**src/sv/window_filter_3x3_multimode_macros.svh**
```systemverilog
// Assertion macros used by the window filter top level
`ifndef WINDOW_FILTER_3X3_MULTIMODE_MACROS_SVH
`define WINDOW_FILTER_3X3_MULTIMODE_MACROS_SVH

// Property that must hold at every clock edge out of reset
`define WF3_ASSERT(lbl, prop, msg) \
  lbl: assert property (@(posedge clk) disable iff (rst) (prop)) else $error(msg);

// Implication checked in the next cycle
`define WF3_ASSERT_NEXT(lbl, ante, cons, msg) \
  lbl: assert property (@(posedge clk) disable iff (rst) (ante) |=> (cons)) else $error(msg);

`endif

```
**src/sv/wf3_pkg.sv**
```systemverilog
// Package: shared types, constants and helper functions of the window filter
package wf3_pkg;

  localparam int PIX_W     = 8;
  localparam int ROW_W     = 12;
  localparam int COL_W     = 10;
  localparam int WID_W     = 11;
  localparam int CFG_W     = 12;
  localparam int MAX_WIDTH = 1024;
  localparam int ADDR_W    = $clog2(MAX_WIDTH);
  localparam int CSUM_W    = 10;
  localparam int SUM_W     = 12;

  localparam logic [WID_W-1:0] MIN_SIZE_W = 11'd3;
  localparam logic [WID_W-1:0] MAX_SIZE_W = WID_W'(MAX_WIDTH);
  localparam logic [ROW_W-1:0] MIN_SIZE_H = 12'd3;

  // reciprocal of nine, 16 fractional bits; exact floor for sums up to 9*255
  localparam logic [12:0] RECIP9 = 13'd7282;
  localparam int          RECIP_SH = 16;

  localparam logic [PIX_W-1:0] PIX_FULL = 8'd255;

  typedef enum logic [2:0] {
    MODE_RANGE  = 3'd0,
    MODE_MAX    = 3'd1,
    MODE_MIN    = 3'd2,
    MODE_MEAN   = 3'd3,
    MODE_MEDIAN = 3'd4
  } mode_t;

  typedef enum logic [1:0] {
    REG_MODE   = 2'd0,
    REG_THRESH = 2'd1,
    REG_WIDTH  = 2'd2,
    REG_HEIGHT = 2'd3
  } reg_idx_t;

  localparam logic [2:0]       RST_MODE   = MODE_MEAN;
  localparam logic [PIX_W-1:0] RST_THRESH = 8'd50;
  localparam logic [WID_W-1:0] RST_WIDTH  = 11'd640;
  localparam logic [ROW_W-1:0] RST_HEIGHT = 12'd480;

  // one window column, top to bottom
  typedef struct packed {
    logic [PIX_W-1:0] top;
    logic [PIX_W-1:0] mid;
    logic [PIX_W-1:0] bot;
  } column_t;

  // position tag that travels with a result
  typedef struct packed {
    logic [ROW_W-1:0] row;
    logic [COL_W-1:0] col;
    logic             done;
    logic             zero;
  } meta_t;

  function automatic logic [PIX_W-1:0] max2(input logic [PIX_W-1:0] a,
                                            input logic [PIX_W-1:0] b);
    return (a > b) ? a : b;
  endfunction

  function automatic logic [PIX_W-1:0] min2(input logic [PIX_W-1:0] a,
                                            input logic [PIX_W-1:0] b);
    return (a < b) ? a : b;
  endfunction

  function automatic logic [PIX_W-1:0] med3(input logic [PIX_W-1:0] a,
                                            input logic [PIX_W-1:0] b,
                                            input logic [PIX_W-1:0] c);
    return max2(min2(a, b), min2(max2(a, b), c));
  endfunction

  // sorted column: top = smallest, mid = median, bot = largest
  function automatic column_t sort3(input column_t x);
    column_t s;
    s.top = min2(min2(x.top, x.mid), x.bot);
    s.mid = med3(x.top, x.mid, x.bot);
    s.bot = max2(max2(x.top, x.mid), x.bot);
    return s;
  endfunction

endpackage

```
**src/sv/wf3_cell.sv**
```systemverilog
// Window column cell: holds one 3-pixel column and hands it to its neighbor
module wf3_cell (
  input  logic             clk,
  input  logic             rst,
  input  logic             shift,
  input  wf3_pkg::column_t col_in,
  output wf3_pkg::column_t col
);

  always_ff @(posedge clk) begin
    if (rst) begin
      col <= '0;
    end else if (shift) begin
      col <= col_in;
    end
  end

endmodule

```
**config.mk**
```make
export PLATFORM = sky130hd
export DESIGN_NAME = wf3_cell
export DESIGN_NICKNAME = d
export VERILOG_FILES = /design/src/sv/window_filter_3x3_multimode_macros.svh /design/src/sv/wf3_pkg.sv /design/src/sv/wf3_cell.sv
export SDC_FILE = /design/constraint.sdc
export NUM_CORES = 1
export LEC_CHECK = 0
export ABC_AREA = 1
export BUFFER_PORTS_ARGS = -buffer_cell sky130_fd_sc_hd__buf_2
export CORE_ASPECT_RATIO = 0.5
export CORE_MARGIN = 3
export CORE_UTILIZATION = 35
export DETAILED_ROUTE_END_ITERATION = 8
export MAX_ROUTING_LAYER = met4
export SYNTH_ARGS = -nofsm -noshare
export SYNTH_HDL_FRONTEND = slang
export SYNTH_SLANG_ARGS = --single-unit
```
**constraint.sdc**
```tcl
create_clock -name clk -period 1.1 [get_ports clk]
set_input_delay 0.11 -clock clk [delete_from_list [all_inputs] [get_ports clk]]
set_output_delay 0.11 -clock clk [all_outputs]
set_load 0.02 [all_outputs]
```
==> Yosys cells after proc, flatten, opt, wreduce, memory -nomap -nowiden <==
Cells that the tools add are included.
{ "word_totals": {"reg_bits": 24, "out_inout_bits": 24, "elab_cells": 3, "in_bits": 27} }

==> Depth between registers and ports, before layout <==
{ "depth": {"depth_word": 0, "ltp_mapped": 4, "depth_no_buf": 4} }

==> Worst setup path before layout <==
Ideal clock, no wire load.
{ "synth_path": {"path_type": "register to register", "from": "register, netlist name col[21]", "to": "register col[21] (netlist bit)", "stages_incl_launch_ff": 3, "required_time_ns": 1.036, "n_path_buf": 0, "setup_time_ns": 0.064, "synth_period_minus_slack_ns": 0.632, "slack_ns": 0.468, "arrival_ns": 0.569, "path_cell_list": "dfxtp_1 -> nor2_1 -> nor2_1"} }
{ "synth_lines": {"columns": ["element", "line", "source"], "rows": [
  ["end signal: assignment", "wf3_cell.sv:14", "col <= col_in;"],
  ["end: declaration", "wf3_cell.sv:7", "output wf3_pkg::column_t col"]
]} }

==> Worst setup path after layout <==
{ "layout_path": {"from": "register col[5] (netlist bit)", "to": "output port col[5] (netlist bit)"} }
No word-level cell between the ends.

==> results_dict.tcl <==
set metrics [dict create \
    wire_per_inst_um 8.271 \
    crit_buf_inv 1 \
    p_per_area_mw_per_mm2 1422 \
    hold-worst-slack_ns 0.1308 \
    power_mw 1.864 \
    dp_slack_ns 0.3438 \
    diodes 0 \
    critPathMaxFanout 2 \
    worst_clock_skew_ns 0 \
    die_area_mm2 0.003524 \
    cts-root-buf "clkbuf_8" \
    end_kind "primary output" \
    worst-path-stages 1 \
    register_area_um2 480.5 \
    cap_violations 0 \
    r2r_setup_slack_ns 0.54 \
    clk_pin_slew_worst_paths_ns 0.08 \
    period_share_pct 80.07 \
    die_height_um 43.51 \
    cp_cell_sequence "buf_2" \
    ys.flop_type "dfxtp_1" \
    switching_share_pct 25.89 \
    final_cell_area_mm2 0.001311 \
    setup_tns_ns 0 \
    fin_cells 236 \
    p_sw_mw 0.4826 \
    cp-start-kind "flop" \
    syn_area_um2 984.7 \
    synth_top_area_cell "dfxtp_1" \
    largestRegisters "col (24)" \
    core_mm2 0.002432 \
    rr_worst_depth 2 \
    peakVddDrop_v 0.0008273 \
    cts_tree "done" \
    worst-slew-pin-transition_ns 0.2460 \
    ys_ff_latch 24 \
    muxShareOfSynthArea_pct 0 \
    place_inst 232 \
    fin_crit_ns 0.8808 \
    vias_per_cell 3.843 \
    largest_reg_flops 24 \
    synthAdderAreaFrac_pct 0 \
    async_flop_share_pct 0 \
    multi_input_area_um2 360.3 \
    overflow 0 \
    route.antenna.remaining_nets 0 \
    gp_congestion 0.6824 \
    die_w_um 81.01 \
    worstSetupPathType "flop to primary output" \
    maxSlewViolCount 0 \
    cp.arrival_ns 0.77 \
    post-cts-setup-buffers 0 \
    post_cts_resized 0 \
    synth-edff-count 0 \
    synthSimpleGateAreaFrac_pct 36.59 \
    power_frac_clock_pct 30.7 \
    worst_path_largest_cell_delay_ns 0.34 \
    min_path_cells 5 \
    slowest_stage "dfxtp_1" \
    setup_viol 0 \
    p_int_mw 1.381 \
    grt_max_degree 49 \
    hold_buffers 0 \
    h-tree-depth 1 \
    num-fill-cells 274 \
    p_seq_share_pct 51.3 \
    rsz0062_at_grt "false" \
    ys_top_cells_by_count "nand2_1 (48), nor2_1 (48), inv_1 (25), dfxtp_1 (24), buf_2 (4)" \
    wl_um 1952 \
    crit_family "flip-flops" \
    yosysTopAreaCellShare_pct 48.79 \
    slew_headroom_pct 83.60 \
    insertion_delay_ns 0.26 \
    rows 12 \
    netlist_top_cells_area "dfxtp_1 (49%), nand2_1 (18%), nor2_1 (18%)" \
    areaGrowthSynthToFinish_pct 33.16 \
    antenna_found_initial 0 \
    outcome "complete, no violations" \
    grt_usage_pct 11.12 \
    cp.required_ns 0.99 \
    dpl_cell_area_mm2 0.001256 \
    nets 229 \
    num_io_pins 51 \
    synth_xor_area_share_pct 0 \
    detail_route.iter0.violations 26 \
    cts.sinks 24 \
    worst_r2r_endpoint "col[13]" \
    synth.distinct_cells 7 \
    comb_power_share_pct 18.0 \
    port_buffers 50 \
    netlist_instances 152 \
    cts_buffers 3 \
    remaining_drc_errors 0 \
    grt_pass1_wl_um 2925 \
    syn_nets 179 \
    final-hold-violation-count 0 \
    largest-register "col" \
    reg2reg_from "col[13]" \
    start_util_pct 40.48 \
    synth_compound_area_share_pct 0 \
    firstDrtPassIters 4 \
    avgSynthCellArea_um2 6.478 \
    leakagePower_nw 0.8167 \
    synth_top_family_by_area "simple AND/OR/NAND/NOR gates" \
    cts.path.max_buffers 2 \
    cp-startpoint "col[5]" \
    dp_hpwl_um 1383 \
    grt_pass1_vias 659 \
    setup_ws_ns 0.2192 \
    layout-drive-gt1-share_pct 27.86 \
    via_count 907 \
    hold_path_class "primary input to flop" \
    fmax_ghz 1.135 \
    crit_path_end "col[5]" \
    postLayoutCoreUtil_pct 53.91 \
    yosys_warnings 0 \
    yosysSeqAreaShare_pct 48.79 \
]
[cell type report]
type / instances / area share [%]
tap: 35 / 3.340
clock buffer: 4 / 4.198
multi-input combinational: 96 / 27.48
sequential: 24 / 36.64
inverter: 25 / 7.156
timing repair buffer: 52 / 21.18
[metal layers]
layer  GRT usage [%]  part of all wire (%)
met5               -                     0
met4           3.030                  0.82
met3           5.809                   8.5
met2           16.48                    43
met1           13.22                    47
[worst reg2reg max path, stage by stage, from the launching register on]
cell and delay, ns:
dfxtp_1 0.31, nor2_1 0.09, nor2_1 0.05
[power groups by stage]
stage          combinational (mW)  sequential, mW  clock, mW
2_1_floorplan               0.144            1.05          0
4_1_cts                     0.342           0.958      0.597
6_report                    0.336           0.956      0.571
3_5_place_dp                0.341           0.978          0
3_3_place_gp                0.337           0.977          0
5_1_grt                     0.377           0.963      0.643
[cell usage in the layout, fill, tap and decap left out]
| cell | synthesis | routed |
|---|---|---|
| buf_2 | 4 | 50 |
| buf_12 | 0 | 1 |
| clkbuf_8 | 0 | 4 |
| inv_1 | 25 | 25 |
| nand2_1 | 48 | 48 |
| dfxtp_1 | 24 | 24 |
| nor2_1 | 48 | 48 |
| buf_4 | 1 | 1 |
[logic make-up after synthesis]
group	Yosys count
AND/OR/NAND/NOR	96
buffers and inverters	32
flip-flops	24
[worst min-delay path by stage]
| stage | start | to | slack [ns] |
|---|---|---|---|
| after CTS | col_in[14] | col[14] | 0.12 |
| after detailed placement | col_in[20] | col[20] | 0.40 |
| final | col_in[21] | col[21] | 0.13 |
| after floorplan | col_in[0] | col[0] | 0.30 |
| after global routing | col_in[20] | col[20] | 0.12 |
| after global placement | col_in[10] | col[10] | 0.40 |
(Power assumes the default switching activity.)
