## src/sv/window_filter_3x3_multimode_macros.svh

```systemverilog
// Assertion macros used by the window filter top level
`ifndef WINDOW_FILTER_3X3_MULTIMODE_MACROS_SVH
`define WINDOW_FILTER_3X3_MULTIMODE_MACROS_SVH

// Property that must hold at every clock edge out of reset
`define WF3_ASSERT(lbl, prop, msg) \
  lbl: assert property (@(posedge clk) disable iff (rst) (prop)) else $error(msg);

// Implication checked in the next cycle
`define WF3_ASSERT_NEXT(lbl, ante, cons, msg) \
  lbl: assert property (@(posedge clk) disable iff (rst) (ante) |=> (cons)) else $error(msg);

`endif

```

## src/sv/wf3_pkg.sv

```systemverilog
// Package: shared types, constants and helper functions of the window filter
package wf3_pkg;

  localparam int PIX_W     = 8;
  localparam int ROW_W     = 12;
  localparam int COL_W     = 10;
  localparam int WID_W     = 11;
  localparam int CFG_W     = 12;
  localparam int MAX_WIDTH = 1024;
  localparam int ADDR_W    = $clog2(MAX_WIDTH);
  localparam int CSUM_W    = 10;
  localparam int SUM_W     = 12;

  localparam logic [WID_W-1:0] MIN_SIZE_W = 11'd3;
  localparam logic [WID_W-1:0] MAX_SIZE_W = WID_W'(MAX_WIDTH);
  localparam logic [ROW_W-1:0] MIN_SIZE_H = 12'd3;

  // reciprocal of nine, 16 fractional bits; exact floor for sums up to 9*255
  localparam logic [12:0] RECIP9 = 13'd7282;
  localparam int          RECIP_SH = 16;

  localparam logic [PIX_W-1:0] PIX_FULL = 8'd255;

  typedef enum logic [2:0] {
    MODE_RANGE  = 3'd0,
    MODE_MAX    = 3'd1,
    MODE_MIN    = 3'd2,
    MODE_MEAN   = 3'd3,
    MODE_MEDIAN = 3'd4
  } mode_t;

  typedef enum logic [1:0] {
    REG_MODE   = 2'd0,
    REG_THRESH = 2'd1,
    REG_WIDTH  = 2'd2,
    REG_HEIGHT = 2'd3
  } reg_idx_t;

  localparam logic [2:0]       RST_MODE   = MODE_MEAN;
  localparam logic [PIX_W-1:0] RST_THRESH = 8'd50;
  localparam logic [WID_W-1:0] RST_WIDTH  = 11'd640;
  localparam logic [ROW_W-1:0] RST_HEIGHT = 12'd480;

  // one window column, top to bottom
  typedef struct packed {
    logic [PIX_W-1:0] top;
    logic [PIX_W-1:0] mid;
    logic [PIX_W-1:0] bot;
  } column_t;

  // position tag that travels with a result
  typedef struct packed {
    logic [ROW_W-1:0] row;
    logic [COL_W-1:0] col;
    logic             done;
    logic             zero;
  } meta_t;

  function automatic logic [PIX_W-1:0] max2(input logic [PIX_W-1:0] a,
                                            input logic [PIX_W-1:0] b);
    return (a > b) ? a : b;
  endfunction

  function automatic logic [PIX_W-1:0] min2(input logic [PIX_W-1:0] a,
                                            input logic [PIX_W-1:0] b);
    return (a < b) ? a : b;
  endfunction

  function automatic logic [PIX_W-1:0] med3(input logic [PIX_W-1:0] a,
                                            input logic [PIX_W-1:0] b,
                                            input logic [PIX_W-1:0] c);
    return max2(min2(a, b), min2(max2(a, b), c));
  endfunction

  // sorted column: top = smallest, mid = median, bot = largest
  function automatic column_t sort3(input column_t x);
    column_t s;
    s.top = min2(min2(x.top, x.mid), x.bot);
    s.mid = med3(x.top, x.mid, x.bot);
    s.bot = max2(max2(x.top, x.mid), x.bot);
    return s;
  endfunction

endpackage

```

## src/sv/wf3_reduce.sv

```systemverilog
// Two-stage window reducer: column sort, then max/min/sum/median and mode select
module wf3_reduce (
  input  logic                        clk,
  input  logic                        rst,
  input  logic                        en,
  input  logic                        in_valid,
  input  wf3_pkg::meta_t              in_meta,
  input  wf3_pkg::column_t            col0,
  input  wf3_pkg::column_t            col1,
  input  wf3_pkg::column_t            col2,
  input  logic [2:0]                  filter_mode,
  input  logic [wf3_pkg::PIX_W-1:0]   edge_threshold,
  output logic                        res_valid,
  output wf3_pkg::meta_t              res_meta,
  output logic [wf3_pkg::PIX_W-1:0]   res_value
);

  // stage A: sorted columns and column sums
  logic                        a_valid;
  wf3_pkg::meta_t              a_meta;
  wf3_pkg::column_t            a_s0, a_s1, a_s2;
  logic [wf3_pkg::CSUM_W-1:0]  a_c0, a_c1, a_c2;

  // stage B: window aggregates
  logic                        b_valid;
  wf3_pkg::meta_t              b_meta;
  logic [wf3_pkg::PIX_W-1:0]   b_maxlo, b_medmd, b_minhi, b_mx, b_mn;
  logic [wf3_pkg::SUM_W-1:0]   b_sum;

  logic [24:0]                 mean_prod;
  logic [wf3_pkg::PIX_W-1:0]   mean_val;
  logic [wf3_pkg::PIX_W-1:0]   med_val;
  logic [wf3_pkg::PIX_W-1:0]   range_val;
  logic [wf3_pkg::PIX_W-1:0]   mode_val;

  function automatic logic [wf3_pkg::CSUM_W-1:0] csum(input wf3_pkg::column_t x);
    return wf3_pkg::CSUM_W'(x.top) + wf3_pkg::CSUM_W'(x.mid) + wf3_pkg::CSUM_W'(x.bot);
  endfunction

  always_ff @(posedge clk) begin
    if (rst) begin
      a_valid <= 1'b0;
      b_valid <= 1'b0;
    end else if (en) begin
      a_valid <= in_valid;
      b_valid <= a_valid;
    end
  end

  // column sort and sums
  always_ff @(posedge clk) begin
    if (en) begin
      a_meta <= in_meta;
      a_s0   <= wf3_pkg::sort3(col0);
      a_s1   <= wf3_pkg::sort3(col1);
      a_s2   <= wf3_pkg::sort3(col2);
      a_c0   <= csum(col0);
      a_c1   <= csum(col1);
      a_c2   <= csum(col2);
    end
  end

  // cross-column aggregates
  always_ff @(posedge clk) begin
    if (en) begin
      b_meta  <= a_meta;
      b_maxlo <= wf3_pkg::max2(wf3_pkg::max2(a_s0.top, a_s1.top), a_s2.top);
      b_medmd <= wf3_pkg::med3(a_s0.mid, a_s1.mid, a_s2.mid);
      b_minhi <= wf3_pkg::min2(wf3_pkg::min2(a_s0.bot, a_s1.bot), a_s2.bot);
      b_mx    <= wf3_pkg::max2(wf3_pkg::max2(a_s0.bot, a_s1.bot), a_s2.bot);
      b_mn    <= wf3_pkg::min2(wf3_pkg::min2(a_s0.top, a_s1.top), a_s2.top);
      b_sum   <= wf3_pkg::SUM_W'(a_c0) + wf3_pkg::SUM_W'(a_c1) + wf3_pkg::SUM_W'(a_c2);
    end
  end

  // mean by reciprocal multiply, median of nine from the sorted columns
  assign mean_prod = 25'(b_sum) * 25'(wf3_pkg::RECIP9);
  assign mean_val  = mean_prod[wf3_pkg::RECIP_SH +: wf3_pkg::PIX_W];
  assign med_val   = wf3_pkg::med3(b_maxlo, b_medmd, b_minhi);
  assign range_val = ((b_mx - b_mn) > edge_threshold) ? wf3_pkg::PIX_FULL : '0;

  // mode select
  always_comb begin
    unique case (wf3_pkg::mode_t'(filter_mode))
      wf3_pkg::MODE_RANGE:  mode_val = range_val;
      wf3_pkg::MODE_MAX:    mode_val = b_mx;
      wf3_pkg::MODE_MIN:    mode_val = b_mn;
      wf3_pkg::MODE_MEAN:   mode_val = mean_val;
      wf3_pkg::MODE_MEDIAN: mode_val = med_val;
      default:              mode_val = '0;
    endcase
  end

  assign res_valid = b_valid;
  assign res_meta  = b_meta;
  assign res_value = b_meta.zero ? '0 : mode_val;

endmodule

```

## config.mk

```make
export PLATFORM = sky130hd
export DESIGN_NAME = wf3_reduce
export DESIGN_NICKNAME = d
export VERILOG_FILES = /design/src/sv/window_filter_3x3_multimode_macros.svh /design/src/sv/wf3_pkg.sv /design/src/sv/wf3_reduce.sv
export SDC_FILE = /design/constraint.sdc
export NUM_CORES = 1
export LEC_CHECK = 0
export BUFFER_PORTS_ARGS = -buffer_cell sky130_fd_sc_hd__buf_2
export CAP_MARGIN = 30
export CORE_ASPECT_RATIO = 0.75
export CORE_MARGIN = 3
export CORE_UTILIZATION = 55
export CTS_BUF_LIST = sky130_fd_sc_hd__clkbuf_4 sky130_fd_sc_hd__clkbuf_8
export DETAILED_ROUTE_END_ITERATION = 12
export PLACE_DENSITY = 0.74
export SYNTH_ARGS = -nofsm -noshare
export SYNTH_HDL_FRONTEND = slang
export SYNTH_SLANG_ARGS = --single-unit
```

## constraint.sdc

```tcl
create_clock -name clk -period 10 [get_ports clk]
set_input_delay 2 -clock clk [delete_from_list [all_inputs] [get_ports clk]]
set_output_delay 2 -clock clk [all_outputs]
set_load 0.005 [all_outputs]
```

* Word level (Yosys, flattened, before mapping)
Index checks and enable logic that the tools add are counted.
** Storage, ports and cells
- Bits in registers :: 204
- Input port bits :: 111
- Output and inout bits :: 33
- Word-level logic and storage cells :: 115
** Operators by class
- Add/subtract/negate cells :: 9
- Multipliers :: 1
- $lt $le $gt $ge :: 35
- Equality and inequality tests :: 4
- Muxes and demuxes :: 37
- Reduce and logical (&&, ||, !) cells :: 1
** Operator list (count)
- 8-bit 2-to-1 mux :: 36
- 8-bit greater-than comparator :: 18
- 8-bit < comparator :: 17
- 8-bit one-hot mux with 5 select lines :: 1
- 9-bit by 8-bit adder with 10-bit output :: 3
- 8-bit by 8-bit adder with 9-bit output :: 3
- 12-bit by 12-bit multiplier with 23-bit output (second input constant) :: 1
- 11-bit by 10-bit adder with 12-bit output :: 1
- 10-bit by 10-bit adder with 11-bit output :: 1
- 8-bit subtractor :: 1
- 3-bit by 2-bit == test with 1-bit output (second input constant) :: 2
- 3-bit by 1-bit == test with 1-bit output (second input constant) :: 1
- 3-bit == test (second input constant) :: 1
- 3-bit logical NOT :: 1

* Depth between registers and ports, before layout
Gate-level depths: netlist of run 1.
- Word-level depth :: 8
- Gate-level depth with buffers :: 27
- Gate-level depth less buffers :: 25

* Worst setup path before layout of run 1
OpenSTA, ideal clock, no wires.
- Path kind :: input to register
- Start :: input port col2[9] (netlist bit)
- End :: register a_s2[8] (netlist bit) (data pin)
- Setup time :: 0.260 ns
- Arrival :: 6.695 ns
- Required time :: 9.740 ns
- Setup slack :: 3.045 ns
- Stages :: 27
- Buffers on the path :: 2
- Cell sequence :: inv_1 ha_1 nor2b_1 o21a_1 o21ai_0 a21o_1 buf_2 a21oi_2 mux2_2 ha_1 nor2b_1 o21ai_0 nand2b_1 a21oi_1 o21ai_1 clkbuf_1 nand2_1 o21ai_0 ha_1 nor2b_1 o21a_1 o21ai_0 nand2b_1 a21oi_1 o21ai_0 o21ai_1 mux2_2
** Between the ends
- Longest elaborated chain between the ends :: 6
- Elaborated cells between the ends (all ways) :: 8
- Those cells by class :: 4 x order compare; 4 x mux
** RTL lines
- from (decl) :: RTL line wf3_reduce.sv:10 : input wf3_pkg::column_t col2,
- 8-bit greater-than comparator :: RTL line wf3_pkg.sv:61 : return (a > b) ? a : b;
- 8-bit 2-to-1 mux :: RTL line wf3_pkg.sv:61
- 8-bit < comparator :: RTL line wf3_pkg.sv:66 : return (a < b) ? a : b;
- 8-bit 2-to-1 mux :: RTL line wf3_pkg.sv:66
- 8-bit greater-than comparator :: RTL line wf3_pkg.sv:61
- 8-bit 2-to-1 mux (*) :: RTL line wf3_pkg.sv:61
- to (signal assigned) :: RTL line wf3_reduce.sv:56 : a_s2 <= wf3_pkg::sort3(col2);
- to (decl) :: RTL line wf3_reduce.sv:21 : wf3_pkg::column_t a_s0, a_s1, a_s2;
Mark *: on every way between the ends. The rest lies on a longest branch, timed or not.
A chain may end at the register's enable or synchronous reset.

* Worst setup path after layout of run 1
- Start :: register b_maxlo[6] (netlist bit)
- End :: output port res_value[0] (netlist bit)
** Between the ends
- Longest elaborated chain between the ends :: 8
- Elaborated cells between the ends (all ways) :: 10
- Those cells by class :: 4 x order compare; 6 x mux
** RTL lines
- from (decl) :: RTL line wf3_reduce.sv:27 : logic [wf3_pkg::PIX_W-1:0] b_maxlo, b_medmd, b_minhi, b_mx, b_mn;
- from (signal assigned) :: RTL line wf3_reduce.sv:67 : b_maxlo <= wf3_pkg::max2(wf3_pkg::max2(a_s0.top, a_s1.top), a_s2.top);
- 8-bit greater-than comparator :: RTL line wf3_pkg.sv:61
- 8-bit 2-to-1 mux :: RTL line wf3_pkg.sv:61
- 8-bit < comparator :: RTL line wf3_pkg.sv:66
- 8-bit 2-to-1 mux :: RTL line wf3_pkg.sv:66
- 8-bit greater-than comparator :: RTL line wf3_pkg.sv:61
- 8-bit 2-to-1 mux (*) :: RTL line wf3_pkg.sv:61
- 8-bit one-hot mux with 5 select lines (*) :: RTL line wf3_reduce.sv:84 : unique case (wf3_pkg::mode_t'(filter_mode))
- 8-bit 2-to-1 mux (*) :: RTL line wf3_reduce.sv:96 : assign res_value = b_meta.zero ? '0 : mode_val;
- to (decl) :: RTL line wf3_reduce.sv:15 : output logic [wf3_pkg::PIX_W-1:0] res_value
Marked as above.

==> results.sh, run 1 <==
export IMPL_synth_async_sr_flop_share=0
export IMPL_drive_gt1_frac=0.177
export IMPL_cts_tree="done"
export IMPL_cp_endpoint="res_value[0]"
export IMPL_synthFlopType="edfxtp_1"
export IMPL_holdWs_ns=0.417
export IMPL_grt_pass1_wl_um=71200
export IMPL_grt_total_usage=0.250
export IMPL_clk_latency_ns=0.53
export IMPL_synth_seq_cells=204
export IMPL_outcome="completed"
export IMPL_start_util=0.566
export IMPL_period_share=0.852
export IMPL_antenna_found_initial=2
export IMPL_wirelength_um=45200
export IMPL_gp_congestion=0.941
export IMPL_die_h_um=165
export IMPL_post_dp_cell_area_um2=19800
export IMPL_nets=2419
export IMPL_syn_area_per_cell_um2=10.5
export IMPL_die_w_um=218
export IMPL_synth_most_common_cell="ha_1"
export IMPL_synth_distinct_cells=58
export IMPL_rsz0062_at_grt="false"
export IMPL_drt_initial_drc_count=1096
export IMPL_postCtsSetupRepairBufs=0
export IMPL_cts_buffers=36
export IMPL_synth_seq_area_share=0.328
export IMPL_clockBufferDepth=3
export IMPL_synthTopCellsByCount="295 x ha_1, 266 x inv_1, 202 x edfxtp_1, 124 x mux2_2, 122 x o21ai_0"
export IMPL_fp_row_count=57
export IMPL_clock_skew_ns=0.0128
export IMPL_timing_rr_start="a_s0[9]"
export IMPL_firstDrtPassIters=7
export IMPL_ant_nets=0
export IMPL_die_area_um2=36100
export IMPL_criticalPathCategory="reg2out"
export IMPL_yosysTopAreaCellShare=0.326
export IMPL_synthTopCellsByArea="edfxtp_1 33%, ha_1 20%, mux2_2 7.5%"
export IMPL_ctsResizeCount=0
export IMPL_endpoint_kind="output pin"
export IMPL_fmax_mhz=117
export IMPL_synth_top_area_cell="edfxtp_1"
export IMPL_clk_pin_slew_ns=0.06
export IMPL_cap_violations=0
export IMPL_clock_root_buffer="clkbuf_8"
export IMPL_rr_worst_depth=23
export IMPL_startpoint_type="register"
export IMPL_reg2reg_to="b_medmd[6]"
export IMPL_grt_overflow=0
export IMPL_cp_data_required_time_ns=8.00
export IMPL_final_hold_viol_count=0
export IMPL_vias_per_cell=5.77
export IMPL_arrival_ns=6.52
export IMPL_maxSlewViolCount=0
export IMPL_synthToLayoutAreaGrowth_pct=10.4
export IMPL_clock_sinks=204
export IMPL_dp_hpwl_um=37000
export IMPL_hold_class="reg2reg"
export IMPL_synth_edff_count=202
export IMPL_wl_per_cell_um=18.7
export IMPL_pin_count=144
export IMPL_fillers=2670
export IMPL_portBuffers=143
export IMPL_worstMarginPinSlew_ns=0.977
export IMPL_critPathMaxFanout=8
export IMPL_reg2reg_slack_ns=2.97
export IMPL_ys_warn_count=0
export IMPL_crit_start="b_maxlo[6]"
export IMPL_antenna_cells=0
export IMPL_postCtsHoldBufs=0
export IMPL_fin_crit_ns=8.52
export IMPL_stdcell_area_um2=20500
export IMPL_syn_inst=1780
export IMPL_core_um2=32900
export IMPL_synth_fp_nets=2255
export IMPL_slew_headroom=0.344
export IMPL_grt_pass1_vias=13800
export IMPL_syn_area_um2=18600
export IMPL_setup_viol=0
export IMPL_htree_levels=2
export IMPL_drcViolationCount=0
export IMPL_dr_total_vias=13900
export IMPL_fin_setup_tns_ns=0
export IMPL_grt_max_degree=126
## per-stage QoR
| stage | setup slack, ns | cells | utilization |
|---|---|---|---|
| 2_1_floorplan | 3.04 | 1780 | - |
| 3_3_place_gp | 2.36 | 2346 | 0.603 |
| 3_5_place_dp | 2.14 | 2346 | 0.603 |
| 4_1_cts | 1.53 | 2411 | 0.623 |
| 5_1_grt | 0.759 | 2413 | 0.625 |
| 6_report | 1.48 | 2413 | 0.625 |
## cells in the final DEF (no fill, tap or decap), types with 28 or more instances in the layout
cell type / n
mux2_2: 124
nand3_1: 32
ha_1: 295
nor2b_1: 28
nand2_1: 104
a21oi_1: 85
nor2_1: 55
buf_2: 142
mux2i_1: 60
edfxtp_1: 202
fa_1: 69
nand4_1: 34
clkbuf_8: 37
a21o_1: 52
inv_1: 266
o21ai_0: 122
## state kept, by name, indices dropped and copies added, names as in the netlist
| signal | count |
|---|---|
| a_meta | 24 |
| a_s1 | 24 |
| b_sum | 12 |
| b_maxlo | 8 |
| b_mx | 8 |
| res_meta | 24 |
| a_valid | 1 |
| a_c1 | 10 |
| b_medmd | 8 |
| a_s0 | 24 |
| a_s2 | 24 |
| res_valid | 1 |
| b_minhi | 8 |
| b_mn | 8 |
| a_c0 | 10 |
| a_c2 | 10 |
## cell type report
class / instances / area (um^2) / area share
multi-input cells: 1287 / 11400 / 0.556
repair buffers: 149 / 810 / 0.0394
inverters: 266 / 998 / 0.0486
flip-flops and latches: 204 / 6110 / 0.297
clock inverters: 21 / 108 / 0.00524
well taps: 442 / 553 / 0.0269
clock buffers: 44 / 556 / 0.0270
## critical path, cell delays in order (launching register included)
cell and delay (ns):
edfxtp_1 0.43, ha_1 0.32, nand4_1 0.16, o21ai_0 0.35, and2_1 0.40, mux2_2 0.41
ha_1 0.32, a21oi_1 0.14, o21ai_0 0.15, a2111oi_2 0.48, a31oi_4 0.25, mux2i_1 0.29
ha_1 0.29, a21oi_1 0.18, o22ai_1 0.11, nor2_1 0.11, nor2_1 0.05, o21ai_0 0.56
buf_4 0.27, nor3_1 0.05, a2111oi_0 0.44, nor2_1 0.08, buf_2 0.14
## per-layer routing
metal / GRT usage / part of all wire
met4: 0.0542 / 0.016
met1: 0.360 / 0.46
met5: 0 / 0.00053
met3: 0.0459 / 0.072
met2: 0.398 / 0.45
## worst min path at each step
stage / start / to / slack (ns) / depth (start not counted)
after CTS: a_meta[19] / res_meta[19] / 0.42 / 0
after global placement: a_meta[22] / res_meta[22] / 0.40 / 0
after detailed placement: a_meta[10] / res_meta[10] / 0.41 / 0
after global routing: a_meta[0] / res_meta[0] / 0.42 / 0
after floorplan: a_meta[0] / res_meta[0] / 0.40 / 0
final: a_meta[10] / res_meta[10] / 0.42 / 0
## kinds of logic after synthesis
logic type,after synthesis,share of synthesized area
flip-flops,204,0.328
buffers and inverters,289,0.0586
AND/OR/NAND/NOR,307,0.0808
XOR/XNOR,36,0.0169
multiplexers,184,0.107
AO/OA/AOI/OAI,396,0.136
adder cells (fa/ha/maj),364,0.273
Power of run 1 is left out: the tool's default activity adds up to more than one toggle a clock period on the data nets, which glitch-free logic cannot reach.
==> inputs of run 2 (changes only) <==
--- a/config.mk
+++ b/config.mk
@@ -7,7 +7,7 @@
 export LEC_CHECK = 0
 export BUFFER_PORTS_ARGS = -buffer_cell sky130_fd_sc_hd__buf_2
 export CAP_MARGIN = 30
-export CORE_ASPECT_RATIO = 0.75
+export CORE_ASPECT_RATIO = 0.8
 export CORE_MARGIN = 3
 export CORE_UTILIZATION = 55
 export CTS_BUF_LIST = sky130_fd_sc_hd__clkbuf_4 sky130_fd_sc_hd__clkbuf_8
@@ -16,3 +16,4 @@
 export SYNTH_ARGS = -nofsm -noshare
 export SYNTH_HDL_FRONTEND = slang
 export SYNTH_SLANG_ARGS = --single-unit
+export TNS_END_PERCENT = 30
==> results.sh, run 2 (synthesis results as in run 1) <==
export IMPL_fillers=2610
export IMPL_cts_tree="done"
export IMPL_cp_depth=22
export IMPL_postCtsHoldBufs=0
export IMPL_grt_total_usage=0.254
export IMPL_period_share=0.822
export IMPL_cp_data_required_time_ns=8.00
export IMPL_grt_max_degree=77
export IMPL_firstDrtPassIters=6
export IMPL_timing_rr_start="a_s0[9]"
export IMPL_postCtsSetupRepairBufs=0
export IMPL_dr_total_vias=14000
export IMPL_wirelength_um=45400
export IMPL_antenna_cells=0
export IMPL_fmax_mhz=122
export IMPL_final_cell_mix="295 x ha_1, 266 x inv_1, 202 x edfxtp_1, 142 x buf_2, 124 x mux2_2"
export IMPL_clock_root_buffer="clkbuf_8"
export IMPL_die_w_um=212
export IMPL_worstPathCellList="ha_1 > nand4_1 > o21ai_0 > and2_1 > mux2_2 > ha_1 > a21oi_1 > o21ai_0 > a2111oi_2 > a31oi_4 > mux2i_1 > ha_1 > a21oi_1 > o22ai_1 > nor2_1 > nor2_1 > o21ai_0 > buf_4 > nor3_1 > a2111oi_0 > nor2_1 > buf_2"
export IMPL_slowest_stage="a2111oi_2"
export IMPL_reg2reg_slack_ns=2.86
export IMPL_crit_start="b_maxlo[5]"
export IMPL_worstMarginPinSlew_ns=1.00
export IMPL_ant_nets=0
export IMPL_cap_violations=0
export IMPL_startpoint_type="register"
export IMPL_die_area_um2=36100
export IMPL_outcome="completed"
export IMPL_critPathMaxFanout=10
export IMPL_wl_per_cell_um=19.0
export IMPL_clock_skew_ns=0.0293
export IMPL_setup_viol=0
export IMPL_drcViolationCount=0
export IMPL_path_delay_family="compound AO/OA/AOI/OAI gates"
export IMPL_grt_pass1_vias=14100
export IMPL_worst_path_largest_cell_delay_ns=0.48
export IMPL_grt_pass1_wl_um=72600
export IMPL_clock_sinks=204
export IMPL_clockBufferDepth=3
export IMPL_met2_usage=0.423
export IMPL_rsz0062_at_grt="false"
export IMPL_portBuffers=143
export IMPL_antenna_found_initial=1
export IMPL_maxSlewViolCount=0
export IMPL_gp_congestion=0.969
export IMPL_endpoint_kind="output pin"
export IMPL_grt_overflow=0
export IMPL_reg2reg_to="b_medmd[6]"
export IMPL_drt_initial_drc_count=1241
export IMPL_use_met3=0.0398
export IMPL_die_h_um=171
export IMPL_core_um2=32900
export IMPL_fin_setup_tns_ns=0
export IMPL_ctsResizeCount=0
export IMPL_rr_worst_depth=23
export IMPL_fp_row_count=59
export IMPL_clk_latency_ns=0.54
export IMPL_cp_endpoint="res_value[0]"
export IMPL_synthToLayoutAreaGrowth_pct=10.3
export IMPL_mostFrequentLayoutCell="ha_1"
export IMPL_start_util=0.565
export IMPL_clk_pin_slew_ns=0.07
export IMPL_grt_busiest_layer="met2"
export IMPL_arrival_ns=6.22
export IMPL_dp_hpwl_um=37300
export IMPL_register_area_um2=6110
export IMPL_pin_count=144
export IMPL_final_hold_viol_count=0
export IMPL_vias_per_cell=5.84
export IMPL_multi_input_area_um2=11400
export IMPL_hold_class="reg2reg"
export IMPL_slew_headroom=0.328
export IMPL_nets=2419
export IMPL_cp_num_buf_inv=2
export IMPL_htree_levels=2
export IMPL_fin_crit_ns=8.22
export IMPL_grt_use_met1=0.352
export IMPL_cts_buffers=37
export IMPL_drive_gt1_frac=0.176
export IMPL_criticalPathCategory="reg2out"
-- run 2: changes by cell type in the layout (fill, tap and decap cells not counted) --
| cell | change |
|---|---|
| buf_4 | +1 |
| clkinv_4 | +2 |
| clkbuf_4 | -2 |
| buf_16 | -2 |
| clkbuf_8 | +3 |
| bufinv_16 | +2 |
| clkinv_2 | -4 |
| clkinv_1 | -2 |
| inv_8 | -1 |
| inv_6 | -1 |
-- run 2: stage by stage --
step / cells / hold slack [ns] / util / worst slack, ns / instance area (um^2)
after floorplan: 1780 / 0.400 / - / 3.04 / 18600
after global placement: 2332 / 0.400 / 0.602 / 2.36 / 19800
after detailed placement: 2332 / 0.405 / 0.602 / 2.24 / 19800
after CTS: 2394 / 0.401 / 0.624 / 1.83 / 20500
after global routing: 2394 / 0.409 / 0.624 / 1.30 / 20500
final: 2394 / 0.391 / 0.624 / 1.78 / 20500
-- run 2: worst min path at each step --
stage,start,end,slack [ns],depth (start not counted)
floorplan,a_meta[0],res_meta[0],0.40,0
global placement,a_meta[3],res_meta[3],0.40,0
detailed placement,a_meta[1],res_meta[1],0.40,0
CTS,a_meta[3],res_meta[3],0.40,0
global route,a_meta[3],res_meta[3],0.41,0
finish,a_meta[3],res_meta[3],0.39,0
-- run 2: area by class of cell --
cell class / count / share of cell area
multi-input cells: 1287 / 0.556
flip-flops and latches: 204 / 0.297
inverters: 266 / 0.0486
repair buffers: 148 / 0.0371
clock buffers: 45 / 0.0283
well taps: 427 / 0.0260
clock inverters: 17 / 0.00670
-- run 2: metal layers --
metal,share of wire,vias up
li1,-,6774
met1,0.45,6651
met2,0.46,477
met3,0.068,74
met4,0.021,2
met5,0.00024,-
Power of run 2 is left out for the same reason.
